$ cat src/rtl/core/hrv_pkg.sv
// ----------------------------------------------------------------------------
// hrv_pkg
// Shared types, character codes and keyword tables of the HTTP/1.0 request
// header checker.
// ----------------------------------------------------------------------------
package hrv_pkg;

    localparam int MAX_REQUEST_DEF = 2048;
    localparam int POS_W           = 11;

    typedef enum logic [3:0] {
        PH_IDLE,
        PH_METHOD,
        PH_NAME,
        PH_VERSION,
        PH_AFTER_REQ,
        PH_GET_LF,
        PH_HNAME,
        PH_HVALUE,
        PH_VAL_LF,
        PH_HAFTER,
        PH_END_LF
    } t_phase;

    localparam logic [7:0] CH_G     = 8'h47;
    localparam logic [7:0] CH_P     = 8'h50;
    localparam logic [7:0] CH_CR    = 8'h0D;
    localparam logic [7:0] CH_LF    = 8'h0A;
    localparam logic [7:0] CH_COLON = 8'h3A;
    localparam logic [7:0] CH_SPACE = 8'h20;
    localparam logic [7:0] CH_TAB   = 8'h09;

    localparam logic [3:0] GET_LEN  = 4'd5;
    localparam logic [3:0] POST_LEN = 4'd6;
    localparam logic [3:0] VER_LEN  = 4'd10;
    localparam logic [3:0] CL_LEN   = 4'd15;

    // space, tab, LF, VT, FF, CR
    function automatic logic is_ws(input logic [7:0] b);
        return (b == CH_SPACE) || ((b >= CH_TAB) && (b <= CH_CR));
    endfunction

    // "GET /" or "POST /"
    function automatic logic [7:0] method_char(input logic post, input logic [3:0] idx);
        logic [7:0] c;
        c = 8'h00;
        if (post) begin
            case (idx)
                4'd0:    c = "P";
                4'd1:    c = "O";
                4'd2:    c = "S";
                4'd3:    c = "T";
                4'd4:    c = " ";
                4'd5:    c = "/";
                default: c = 8'h00;
            endcase
        end else begin
            case (idx)
                4'd0:    c = "G";
                4'd1:    c = "E";
                4'd2:    c = "T";
                4'd3:    c = " ";
                4'd4:    c = "/";
                default: c = 8'h00;
            endcase
        end
        return c;
    endfunction

    // "HTTP/1.0" CRLF
    function automatic logic [7:0] ver_char(input logic [3:0] idx);
        logic [7:0] c;
        case (idx)
            4'd0:    c = "H";
            4'd1:    c = "T";
            4'd2:    c = "T";
            4'd3:    c = "P";
            4'd4:    c = "/";
            4'd5:    c = "1";
            4'd6:    c = ".";
            4'd7:    c = "0";
            4'd8:    c = CH_CR;
            4'd9:    c = CH_LF;
            default: c = 8'h00;
        endcase
        return c;
    endfunction

    // "Content-Length:"
    function automatic logic [7:0] cl_char(input logic [3:0] idx);
        logic [7:0] c;
        case (idx)
            4'd0:    c = "C";
            4'd1:    c = "o";
            4'd2:    c = "n";
            4'd3:    c = "t";
            4'd4:    c = "e";
            4'd5:    c = "n";
            4'd6:    c = "t";
            4'd7:    c = "-";
            4'd8:    c = "L";
            4'd9:    c = "e";
            4'd10:   c = "n";
            4'd11:   c = "g";
            4'd12:   c = "t";
            4'd13:   c = "h";
            4'd14:   c = ":";
            default: c = 8'h00;
        endcase
        return c;
    endfunction

endpackage

$ cat src/rtl/core/hrv_if.sv
// ----------------------------------------------------------------------------
// hrv_if
// Valid/ready channels of the request checker: request bytes in, verdicts out.
// ----------------------------------------------------------------------------
interface hrv_req_if;
    logic       valid;
    logic       ready;
    logic       first;
    logic [7:0] byte_in;

    modport source (output valid, output first, output byte_in, input ready);
    modport sink   (input valid, input first, input byte_in, output ready);
endinterface

interface hrv_res_if;
    logic                      valid;
    logic                      ready;
    logic                      verdict;
    logic                      method;
    logic [hrv_pkg::POS_W-1:0] name_start;
    logic [hrv_pkg::POS_W-1:0] name_end;
    logic                      has_length;
    logic [hrv_pkg::POS_W-1:0] length_start;
    logic [hrv_pkg::POS_W-1:0] length_end;
    logic                      has_body_start;
    logic [hrv_pkg::POS_W-1:0] body_start;

    modport source (
        output valid, output verdict, output method, output name_start, output name_end,
        output has_length, output length_start, output length_end,
        output has_body_start, output body_start, input ready
    );
    modport sink (
        input valid, input verdict, input method, input name_start, input name_end,
        input has_length, input length_start, input length_end,
        input has_body_start, input body_start, output ready
    );
endinterface

$ cat src/rtl/core/http_request_validator.sv
// ----------------------------------------------------------------------------
// http_request_validator
// Byte-serial HTTP/1.0 request header checker: one verdict per request with
// method and byte positions of file name, Content-Length value and body.
// ----------------------------------------------------------------------------
//  channel | dir | beat
//  i_req   | in  | first, byte_in      (one request byte)
//  o_res   | out | verdict .. body_start (one verdict per request)
//
//  One byte per cycle. A byte is staged in the input register, is parsed in
//  one pass and its verdict, if any, lands in the result register. i_req
//  stalls only when the staged byte decides a request while the result
//  register holds a beat not yet taken.
//  Synchronous active-low reset clears the pipeline and idles the parser.
// ----------------------------------------------------------------------------
module http_request_validator #(
    parameter int MAX_REQUEST = hrv_pkg::MAX_REQUEST_DEF
) (
    input  logic             i_clk,
    input  logic             i_rst_n,
    hrv_req_if.sink          i_req,
    hrv_res_if.source        o_res
);

    localparam int CNT_W = $clog2(MAX_REQUEST + 1);
    localparam int PW    = hrv_pkg::POS_W;

    typedef struct packed {
        hrv_pkg::t_phase  phase;
        logic [CNT_W-1:0] pos;
        logic             post;
        logic [PW-1:0]    tok;
        logic [3:0]       idx;
        logic             still;
        logic [1:0]       cnt;
        logic             cl_line;
        logic             colon;
        logic [PW-1:0]    fn_s;
        logic [PW-1:0]    fn_e;
        logic [PW-1:0]    lv_s;
        logic [PW-1:0]    lv_e;
    } t_pst;

    typedef struct packed {
        logic          verdict;
        logic          method;
        logic [PW-1:0] name_start;
        logic [PW-1:0] name_end;
        logic          has_length;
        logic [PW-1:0] length_start;
        logic [PW-1:0] length_end;
        logic          has_body_start;
        logic [PW-1:0] body_start;
    } t_res;

    logic       r_in_valid;
    logic       r_in_first;
    logic [7:0] r_in_byte;
    t_pst       r_st, n_st, c_st;
    logic       r_out_valid;
    t_res       r_out, n_out;

    logic w_emit, w_out_free, w_adv, w_in_ready;
    logic w_ok, w_done, w_good, w_body, w_name;
    logic [PW-1:0] w_p11;
    logic [3:0]    w_len;

    assign w_out_free = !r_out_valid || o_res.ready;
    assign w_adv      = r_in_valid && (!w_emit || w_out_free);
    assign w_in_ready = !r_in_valid || w_adv;
    assign i_req.ready = w_in_ready;

    always_comb begin
        c_st = r_st;
        if (r_in_first) begin
            c_st       = '0;
            c_st.phase = hrv_pkg::PH_METHOD;
        end
        n_st   = c_st;
        w_ok   = 1'b1;
        w_done = 1'b0;
        w_good = 1'b0;
        w_body = 1'b0;
        w_name = 1'b0;
        w_emit = 1'b0;
        w_p11  = PW'(c_st.pos);
        w_len  = c_st.post ? hrv_pkg::POST_LEN : hrv_pkg::GET_LEN;
        n_out  = '0;

        if (c_st.phase != hrv_pkg::PH_IDLE) begin
            case (c_st.phase)
                hrv_pkg::PH_METHOD: begin
                    if (c_st.pos == '0) begin
                        n_st.idx = 4'd1;
                        if (r_in_byte == hrv_pkg::CH_G) begin
                            n_st.post = 1'b0;
                        end else if (r_in_byte == hrv_pkg::CH_P) begin
                            n_st.post = 1'b1;
                        end else begin
                            w_ok = 1'b0;
                        end
                    end else if (r_in_byte != hrv_pkg::method_char(c_st.post, c_st.idx)) begin
                        w_ok = 1'b0;
                    end else begin
                        n_st.idx = c_st.idx + 4'd1;
                        if (n_st.idx >= w_len) begin
                            n_st.fn_s  = w_p11 + PW'(1);
                            n_st.phase = hrv_pkg::PH_NAME;
                        end
                    end
                end
                hrv_pkg::PH_NAME: begin
                    if (hrv_pkg::is_ws(r_in_byte)) begin
                        if (r_in_byte != hrv_pkg::CH_SPACE) begin
                            w_ok = 1'b0;
                        end else begin
                            n_st.fn_e  = w_p11 - PW'(1);
                            n_st.idx   = 4'd0;
                            n_st.phase = hrv_pkg::PH_VERSION;
                        end
                    end
                end
                hrv_pkg::PH_VERSION: begin
                    if (r_in_byte != hrv_pkg::ver_char(c_st.idx)) begin
                        w_ok = 1'b0;
                    end else begin
                        n_st.idx = c_st.idx + 4'd1;
                        if (n_st.idx >= hrv_pkg::VER_LEN) begin
                            n_st.phase = hrv_pkg::PH_AFTER_REQ;
                        end
                    end
                end
                hrv_pkg::PH_AFTER_REQ: begin
                    if (!c_st.post && r_in_byte == hrv_pkg::CH_CR) begin
                        n_st.phase = hrv_pkg::PH_GET_LF;
                    end else begin
                        n_st.idx   = 4'd0;
                        n_st.still = 1'b1;
                        n_st.colon = 1'b0;
                        n_st.phase = hrv_pkg::PH_HNAME;
                        w_name     = 1'b1;
                    end
                end
                hrv_pkg::PH_GET_LF: begin
                    if (r_in_byte != hrv_pkg::CH_LF) begin
                        w_ok = 1'b0;
                    end else begin
                        w_done = 1'b1;
                        w_good = 1'b1;
                    end
                end
                hrv_pkg::PH_HNAME: begin
                    w_name = 1'b1;
                end
                hrv_pkg::PH_HVALUE: begin
                    if (hrv_pkg::is_ws(r_in_byte)) begin
                        if (r_in_byte != hrv_pkg::CH_CR) begin
                            w_ok = 1'b0;
                        end else begin
                            if (c_st.cl_line) begin
                                n_st.lv_s = c_st.tok;
                                n_st.lv_e = w_p11 - PW'(1);
                            end
                            n_st.phase = hrv_pkg::PH_VAL_LF;
                        end
                    end
                end
                hrv_pkg::PH_VAL_LF: begin
                    if (r_in_byte != hrv_pkg::CH_LF) begin
                        w_ok = 1'b0;
                    end else begin
                        n_st.phase = hrv_pkg::PH_HAFTER;
                    end
                end
                hrv_pkg::PH_HAFTER: begin
                    if (r_in_byte == hrv_pkg::CH_CR) begin
                        n_st.phase = hrv_pkg::PH_END_LF;
                    end else begin
                        n_st.idx   = 4'd0;
                        n_st.still = 1'b1;
                        n_st.colon = 1'b0;
                        n_st.phase = hrv_pkg::PH_HNAME;
                        w_name     = 1'b1;
                    end
                end
                hrv_pkg::PH_END_LF: begin
                    if (r_in_byte != hrv_pkg::CH_LF) begin
                        w_ok = 1'b0;
                    end else begin
                        w_done = 1'b1;
                        w_good = !(c_st.post && c_st.cnt != 2'd1);
                        w_body = 1'b1;
                    end
                end
                default: begin
                    w_ok = 1'b0;
                end
            endcase

            // header name byte
            if (w_name) begin
                if (!hrv_pkg::is_ws(r_in_byte)) begin
                    if (n_st.idx < hrv_pkg::CL_LEN && r_in_byte == hrv_pkg::cl_char(n_st.idx)) begin
                        n_st.idx = n_st.idx + 4'd1;
                    end else begin
                        n_st.still = 1'b0;
                    end
                    n_st.colon = (r_in_byte == hrv_pkg::CH_COLON);
                end else if (r_in_byte != hrv_pkg::CH_SPACE || !n_st.colon) begin
                    w_ok = 1'b0;
                end else begin
                    n_st.cl_line = n_st.still && (n_st.idx == hrv_pkg::CL_LEN);
                    if (n_st.cl_line && n_st.cnt != 2'd2) begin
                        n_st.cnt = n_st.cnt + 2'd1;
                    end
                    n_st.tok   = w_p11 + PW'(1);
                    n_st.phase = hrv_pkg::PH_HVALUE;
                end
            end

            n_st.pos = c_st.pos + CNT_W'(1);
            if (w_done || !w_ok || c_st.pos == CNT_W'(MAX_REQUEST - 1)) begin
                w_emit     = 1'b1;
                n_st.phase = hrv_pkg::PH_IDLE;
            end

            if (w_done && w_good) begin
                n_out.method     = n_st.post;
                n_out.name_start = n_st.fn_s;
                n_out.name_end   = n_st.fn_e;
                if (n_st.cnt != 2'd0) begin
                    n_out.has_length   = 1'b1;
                    n_out.length_start = n_st.lv_s;
                    n_out.length_end   = n_st.lv_e;
                end
                if (w_body) begin
                    n_out.has_body_start = 1'b1;
                    n_out.body_start     = w_p11 + PW'(1);
                end
            end else begin
                n_out.verdict = 1'b1;
            end
        end
    end

    always_ff @(posedge i_clk) begin
        if (!i_rst_n) begin
            r_in_valid <= 1'b0;
        end else if (w_in_ready) begin
            r_in_valid <= i_req.valid;
        end
        if (i_req.valid && w_in_ready) begin
            r_in_first <= i_req.first;
            r_in_byte  <= i_req.byte_in;
        end
    end

    // all-zero state is the idle phase
    always_ff @(posedge i_clk) begin
        if (!i_rst_n) begin
            r_st <= '0;
        end else if (w_adv) begin
            r_st <= n_st;
        end
    end

    always_ff @(posedge i_clk) begin
        if (!i_rst_n) begin
            r_out_valid <= 1'b0;
        end else if (w_adv && w_emit) begin
            r_out_valid <= 1'b1;
        end else if (o_res.ready) begin
            r_out_valid <= 1'b0;
        end
        if (w_adv && w_emit) begin
            r_out <= n_out;
        end
    end

    assign o_res.valid          = r_out_valid;
    assign o_res.verdict        = r_out.verdict;
    assign o_res.method         = r_out.method;
    assign o_res.name_start     = r_out.name_start;
    assign o_res.name_end       = r_out.name_end;
    assign o_res.has_length     = r_out.has_length;
    assign o_res.length_start   = r_out.length_start;
    assign o_res.length_end     = r_out.length_end;
    assign o_res.has_body_start = r_out.has_body_start;
    assign o_res.body_start     = r_out.body_start;

`ifndef SYNTHESIS
    a_reject_clean: assert property (@(posedge i_clk) disable iff (!i_rst_n)
        (o_res.valid && o_res.verdict) |-> (!o_res.method && !o_res.has_length &&
            !o_res.has_body_start && o_res.name_start == '0 && o_res.name_end == '0 &&
            o_res.body_start == '0))
        else $error("rejected beat carries nonzero fields");

    a_post_ok: assert property (@(posedge i_clk) disable iff (!i_rst_n)
        (o_res.valid && !o_res.verdict && o_res.method) |->
            (o_res.has_length && o_res.has_body_start))
        else $error("accepted POST without length or body");

    a_idle_after_emit: assert property (@(posedge i_clk) disable iff (!i_rst_n)
        (w_adv && w_emit) |=> (r_st.phase == hrv_pkg::PH_IDLE))
        else $error("parser not idle after verdict");

    a_stall_cause: assert property (@(posedge i_clk) disable iff (!i_rst_n)
        !i_req.ready |-> (r_in_valid && r_out_valid && w_emit && !o_res.ready))
        else $error("input stalled without a blocked verdict");
`endif

endmodule

$ cat src/flat_wrapper.sv
// flat-port wrapper written by rule: the top's interface ports become plain ports
module http_request_validator_flat 
#(
    parameter int MAX_REQUEST = hrv_pkg::MAX_REQUEST_DEF
)
  (i_clk, i_rst_n, i_req_valid, i_req_first, i_req_byte_in, i_req_ready, o_res_valid, o_res_verdict, o_res_method, o_res_name_start, o_res_name_end, o_res_has_length, o_res_length_start, o_res_length_end, o_res_has_body_start, o_res_body_start, o_res_ready);
  hrv_req_if i_req_i ();
  hrv_res_if o_res_i ();
  input  logic i_clk;
  input  logic i_rst_n;
  input wire logic [$bits(i_req_i.valid)-1:0] i_req_valid;
  input wire logic [$bits(i_req_i.first)-1:0] i_req_first;
  input wire logic [$bits(i_req_i.byte_in)-1:0] i_req_byte_in;
  output wire logic [$bits(i_req_i.ready)-1:0] i_req_ready;
  output wire logic [$bits(o_res_i.valid)-1:0] o_res_valid;
  output wire logic [$bits(o_res_i.verdict)-1:0] o_res_verdict;
  output wire logic [$bits(o_res_i.method)-1:0] o_res_method;
  output wire logic [$bits(o_res_i.name_start)-1:0] o_res_name_start;
  output wire logic [$bits(o_res_i.name_end)-1:0] o_res_name_end;
  output wire logic [$bits(o_res_i.has_length)-1:0] o_res_has_length;
  output wire logic [$bits(o_res_i.length_start)-1:0] o_res_length_start;
  output wire logic [$bits(o_res_i.length_end)-1:0] o_res_length_end;
  output wire logic [$bits(o_res_i.has_body_start)-1:0] o_res_has_body_start;
  output wire logic [$bits(o_res_i.body_start)-1:0] o_res_body_start;
  input wire logic [$bits(o_res_i.ready)-1:0] o_res_ready;
  assign i_req_i.valid = i_req_valid;
  assign i_req_i.first = i_req_first;
  assign i_req_i.byte_in = i_req_byte_in;
  assign i_req_ready = i_req_i.ready;
  assign o_res_valid = o_res_i.valid;
  assign o_res_verdict = o_res_i.verdict;
  assign o_res_method = o_res_i.method;
  assign o_res_name_start = o_res_i.name_start;
  assign o_res_name_end = o_res_i.name_end;
  assign o_res_has_length = o_res_i.has_length;
  assign o_res_length_start = o_res_i.length_start;
  assign o_res_length_end = o_res_i.length_end;
  assign o_res_has_body_start = o_res_i.has_body_start;
  assign o_res_body_start = o_res_i.body_start;
  assign o_res_i.ready = o_res_ready;
  http_request_validator #(.MAX_REQUEST(MAX_REQUEST)) u_core (.i_clk(i_clk), .i_rst_n(i_rst_n), .i_req(i_req_i), .o_res(o_res_i));
endmodule
$ cat config.mk
export PLATFORM = sky130hd
export DESIGN_NAME = http_request_validator_flat
export DESIGN_NICKNAME = d
export VERILOG_FILES = /design/src/rtl/core/hrv_pkg.sv /design/src/rtl/core/hrv_if.sv /design/src/rtl/core/http_request_validator.sv /design/src/flat_wrapper.sv
export SDC_FILE = /design/constraint.sdc
export NUM_CORES = 1
export LEC_CHECK = 0
export BUFFER_PORTS_ARGS = -buffer_cell sky130_fd_sc_hd__buf_2
export CAP_MARGIN = 40
export CELL_PAD_IN_SITES_DETAIL_PLACEMENT = 1
export CELL_PAD_IN_SITES_GLOBAL_PLACEMENT = 1
export CORE_UTILIZATION = 46
export DETAILED_ROUTE_END_ITERATION = 16
export MAX_ROUTING_LAYER = met4
export PLACE_DENSITY_LB_ADDON = 0.15
export SETUP_SLACK_MARGIN = 0.05
export SLEW_MARGIN = 20
export SYNTH_ARGS = -nofsm -noshare
export SYNTH_HDL_FRONTEND = slang
export SYNTH_SLANG_ARGS = --single-unit
$ cat constraint.sdc
create_clock -name i_clk -period 7.7 [get_ports i_clk]
set_input_delay 1.155 -clock i_clk [delete_from_list [all_inputs] [get_ports i_clk]]
set_output_delay 1.155 -clock i_clk [all_outputs]
set_load 0.05 [all_outputs]
==> flow_metrics.py <==
metrics = {
    "power_and_ir_drop": {
        "power_density_nw_per_um2": 189,
        "vdd_drop_max_mv": 0.136,
        "p_leak_nw": 3.62,
    },
    "job": {
        "cap_violations": 0,
    },
    "place": {
        "post-place-ws_ns": 2.69,
        "hpwl_mm": 19.1,
        "io_buffers": 73,
        "place.gp.congestion": 0.909,
    },
    "cts": {
        "insertion_delay_ns": 0.45,
        "cts_buffer_depth": 2,
        "ctsHoldBuffers": 0,
        "cts_tree": "built",
        "clock-sinks": 151,
        "numCtsBuffers": 17,
        "cts_resized": 0,
        "cts_setup_buffers": 0,
        "root_buffer": "clkbuf_16",
        "path_clk_slew_ns": 0.07,
        "htreeDepth": 4,
    },
    "synth": {
        "syn-num-nets": 1057,
        "synthArstFlopShare_pct": 0,
        "synth_ff_type": "dfxtp_1",
        "synthDistinctLibCells": 90,
        "synthCells": 1036,
        "syn-cell-area_um2": 8720,
        "ys_warn_count": 0,
        "postSynthAreaPerCell_um2": 8.42,
        "synth_edf_count": 68,
        "synth_seq_area_share_pct": 42.4,
        "ys_ff_latch": 151,
    },
    "die": {
        "num_rows": 50,
        "die_h_um": 140,
        "die_w_um": 140,
        "initial_utilization_pct": 46.8,
        "core_area_um2": 18600,
        "io_pins": 74,
        "dieArea_um2": 19500,
    },
    "critical_path": {
        "cp.required_ns": 6.55,
        "arrival_ns": 4.40,
        "critPathMaxFanout": 48,
        "cp-end-kind": "primary output",
        "worstSetupPathType": "reg2out",
        "start_kind": "flip-flop",
    },
    "timing": {
        "slew_headroom_pct": 42.3,
        "max_freq_mhz": 180,
        "fin_setup_tns_ns": 0,
        "slew_viol_final": 0,
        "fin_skew_ns": 0.0120,
        "layout_setup_ws_ns": 2.15,
        "min_period_ns": 5.55,
        "period_share_pct": 72.1,
        "hold_viol_final": 0,
        "rsz0062_at_grt": "false",
        "setup_viol": 0,
        "tightest_slew_ns": 0.859,
    },
    "routing": {
        "routedWlPerCell_um": 21.6,
        "vias": 8295,
        "vias_per_cell": 6.31,
        "drtIter0Drc": 622,
        "ant_nets": 0,
        "finalWirelength_mm": 28.4,
        "drc": 0,
        "drtPass1Iterations": 5,
    },
    "layout": {
        "fillers": 2218,
        "layout.nets": 1087,
        "multi_input_area_um2": 4570,
        "syn_to_final_growth_pct": 13.0,
        "layout-drive-gt1-share_pct": 14.8,
        "seq_area_um2": 3700,
    },
    "outcome": {
        "status": "completed",
    },
    "global_routing": {
        "antenna_found_initial": 1,
        "grt_start_max_net_pins": 80,
        "grt.overflow.total": 0,
        "grt_pass1_vias": 8130,
        "grt_pass1_wl_mm": 45.1,
        "grt_usage_pct": 30.5,
    },
    "worst_hold_path": {
        "hp-class": "reg2reg",
    },
}
-- critical path, stage by stage (launching register included) --
cell	delay (ns)
edfxtp_1	0.40
inv_2	0.22
buf_4	0.48
nand2_1	0.15
inv_1	0.08
ha_1	0.36
and3_1	0.24
nand3_1	0.17
nor2_1	0.29
and3_1	0.25
a32oi_1	0.15
a31oi_1	0.27
a211o_1	0.21
nand2b_1	0.11
nor2_1	0.25
inv_1	0.06
buf_2	0.21
-- through the flow --
stage | std cells | area [µm²] | total power (W) | hold slack (ns) | utilization, %
2_1_floorplan | 1036 | 8720 | 0.000954 | 0.437 | -
3_3_place_gp | 1275 | 9140 | 0.000990 | 0.450 | 49.0
3_5_place_dp | 1279 | 9180 | 0.000992 | 0.457 | 49.3
4_1_cts | 1311 | 9810 | 0.00187 | 0.467 | 52.6
5_1_grt | 1314 | 9860 | 0.00191 | 0.481 | 52.9
6_report | 1314 | 9860 | 0.00187 | 0.468 | 52.9
-- layout make-up --
type | count | area share, %
Antenna cell | 1 | 0.0254
Clock buffer | 17 | 4.32
Clock inverter | 15 | 2.07
Inverter | 27 | 1.04
Multi-Input combinational cell | 775 | 46.3
Sequential cell | 151 | 37.6
Tap cell | 234 | 2.97
Timing Repair Buffer | 94 | 5.70
-- cell usage in the layout (no fill, tap or decap), types with 13 or more instances in the layout --
master       n
nand3_1     38
nand2_1    101
dfxtp_1     83
a31oi_1     13
nor3_1      38
edfxtp_1    68
inv_1       22
a21oi_1     75
and3_1      20
buf_4       17
nand2b_1    18
o21ai_0     31
nor2_1     159
a22oi_1     52
clkbuf_16   17
nor2b_1     13
buf_2       73
-- synth_stat cells (all sizes together), types with 18 or more instances --
cell type / count / area (µm²)
nor3: 39 / 200
nand3: 39 / 200
a21oi: 76 / 384
a22oi: 52 / 390
o21ai: 33 / 165
buf: 19 / 128
nand2b: 18 / 113
nand2: 101 / 379
inv: 26 / 97.6
clkbuf: 64 / 240
nor2: 159 / 597
dfxtp: 83 / 1660
edfxtp: 68 / 2040
and3: 21 / 136
-- power breakdown --
part	internal (W)	switching (W)
sequential	0.000840	0.0000150
combinational	0.0000353	0.0000888
clock	0.000472	0.000416
-- cells by family (layout without fill, tap and decap cells) --
family,count (synthesis),after routing,synth area share [%]
xor gates and xnor gates,17,17,1.71
DFF,151,151,42.4
AOI/OAI and AO/OA,278,278,22.3
buffers and inverters,110,153,5.38
muxes,12,12,1.43
and+or+nand+nor,460,460,25.6
adders and majority gates,8,8,1.15
other,0,1,0
-- state kept, by name, summed over array words and instances (netlist names) --
register,count
u_core.o_res.length_end,11
u_core.o_res.length_start,11
u_core.o_res.has_body_start,1
u_core.o_res.valid,1
u_core.o_res.has_length,1
u_core.r_in_first,1
u_core.r_in_valid,1
u_core.o_res.verdict,1
u_core.r_in_byte,8
u_core.r_st,81
u_core.o_res.name_end,11
u_core.o_res.body_start,11
u_core.o_res.name_start,11
u_core.o_res.method,1
-- layer usage --
metal | share of wire (%) | vias to the layer above | GRT usage [%]
met3 | 5.7 | 44 | 4.58
met5 | 0 | - | -
met4 | 1.7 | 0 | 8.96
met1 | 46 | 4106 | 41.4
met2 | 46 | 281 | 46.9
li1 | - | 3864 | -
-- final timing paths --
check	from	endpoint	slack, ns	cells after the start
max	u_core.r_in_first$_DFFE_PP_	i_req_ready	2.15	16
min reg2reg	u_core.r_st[1]$_SDFFE_PN0P_	u_core.r_st[1]$_SDFFE_PN0P_	0.47	2
max reg2reg	u_core.r_in_first$_DFFE_PP_	u_core.o_res.length_start[1]$_SDFFCE_PN0P_	2.54	15
min	u_core.r_st[1]$_SDFFE_PN0P_	u_core.r_st[1]$_SDFFE_PN0P_	0.47	2
(Power assumes the default switching activity.)
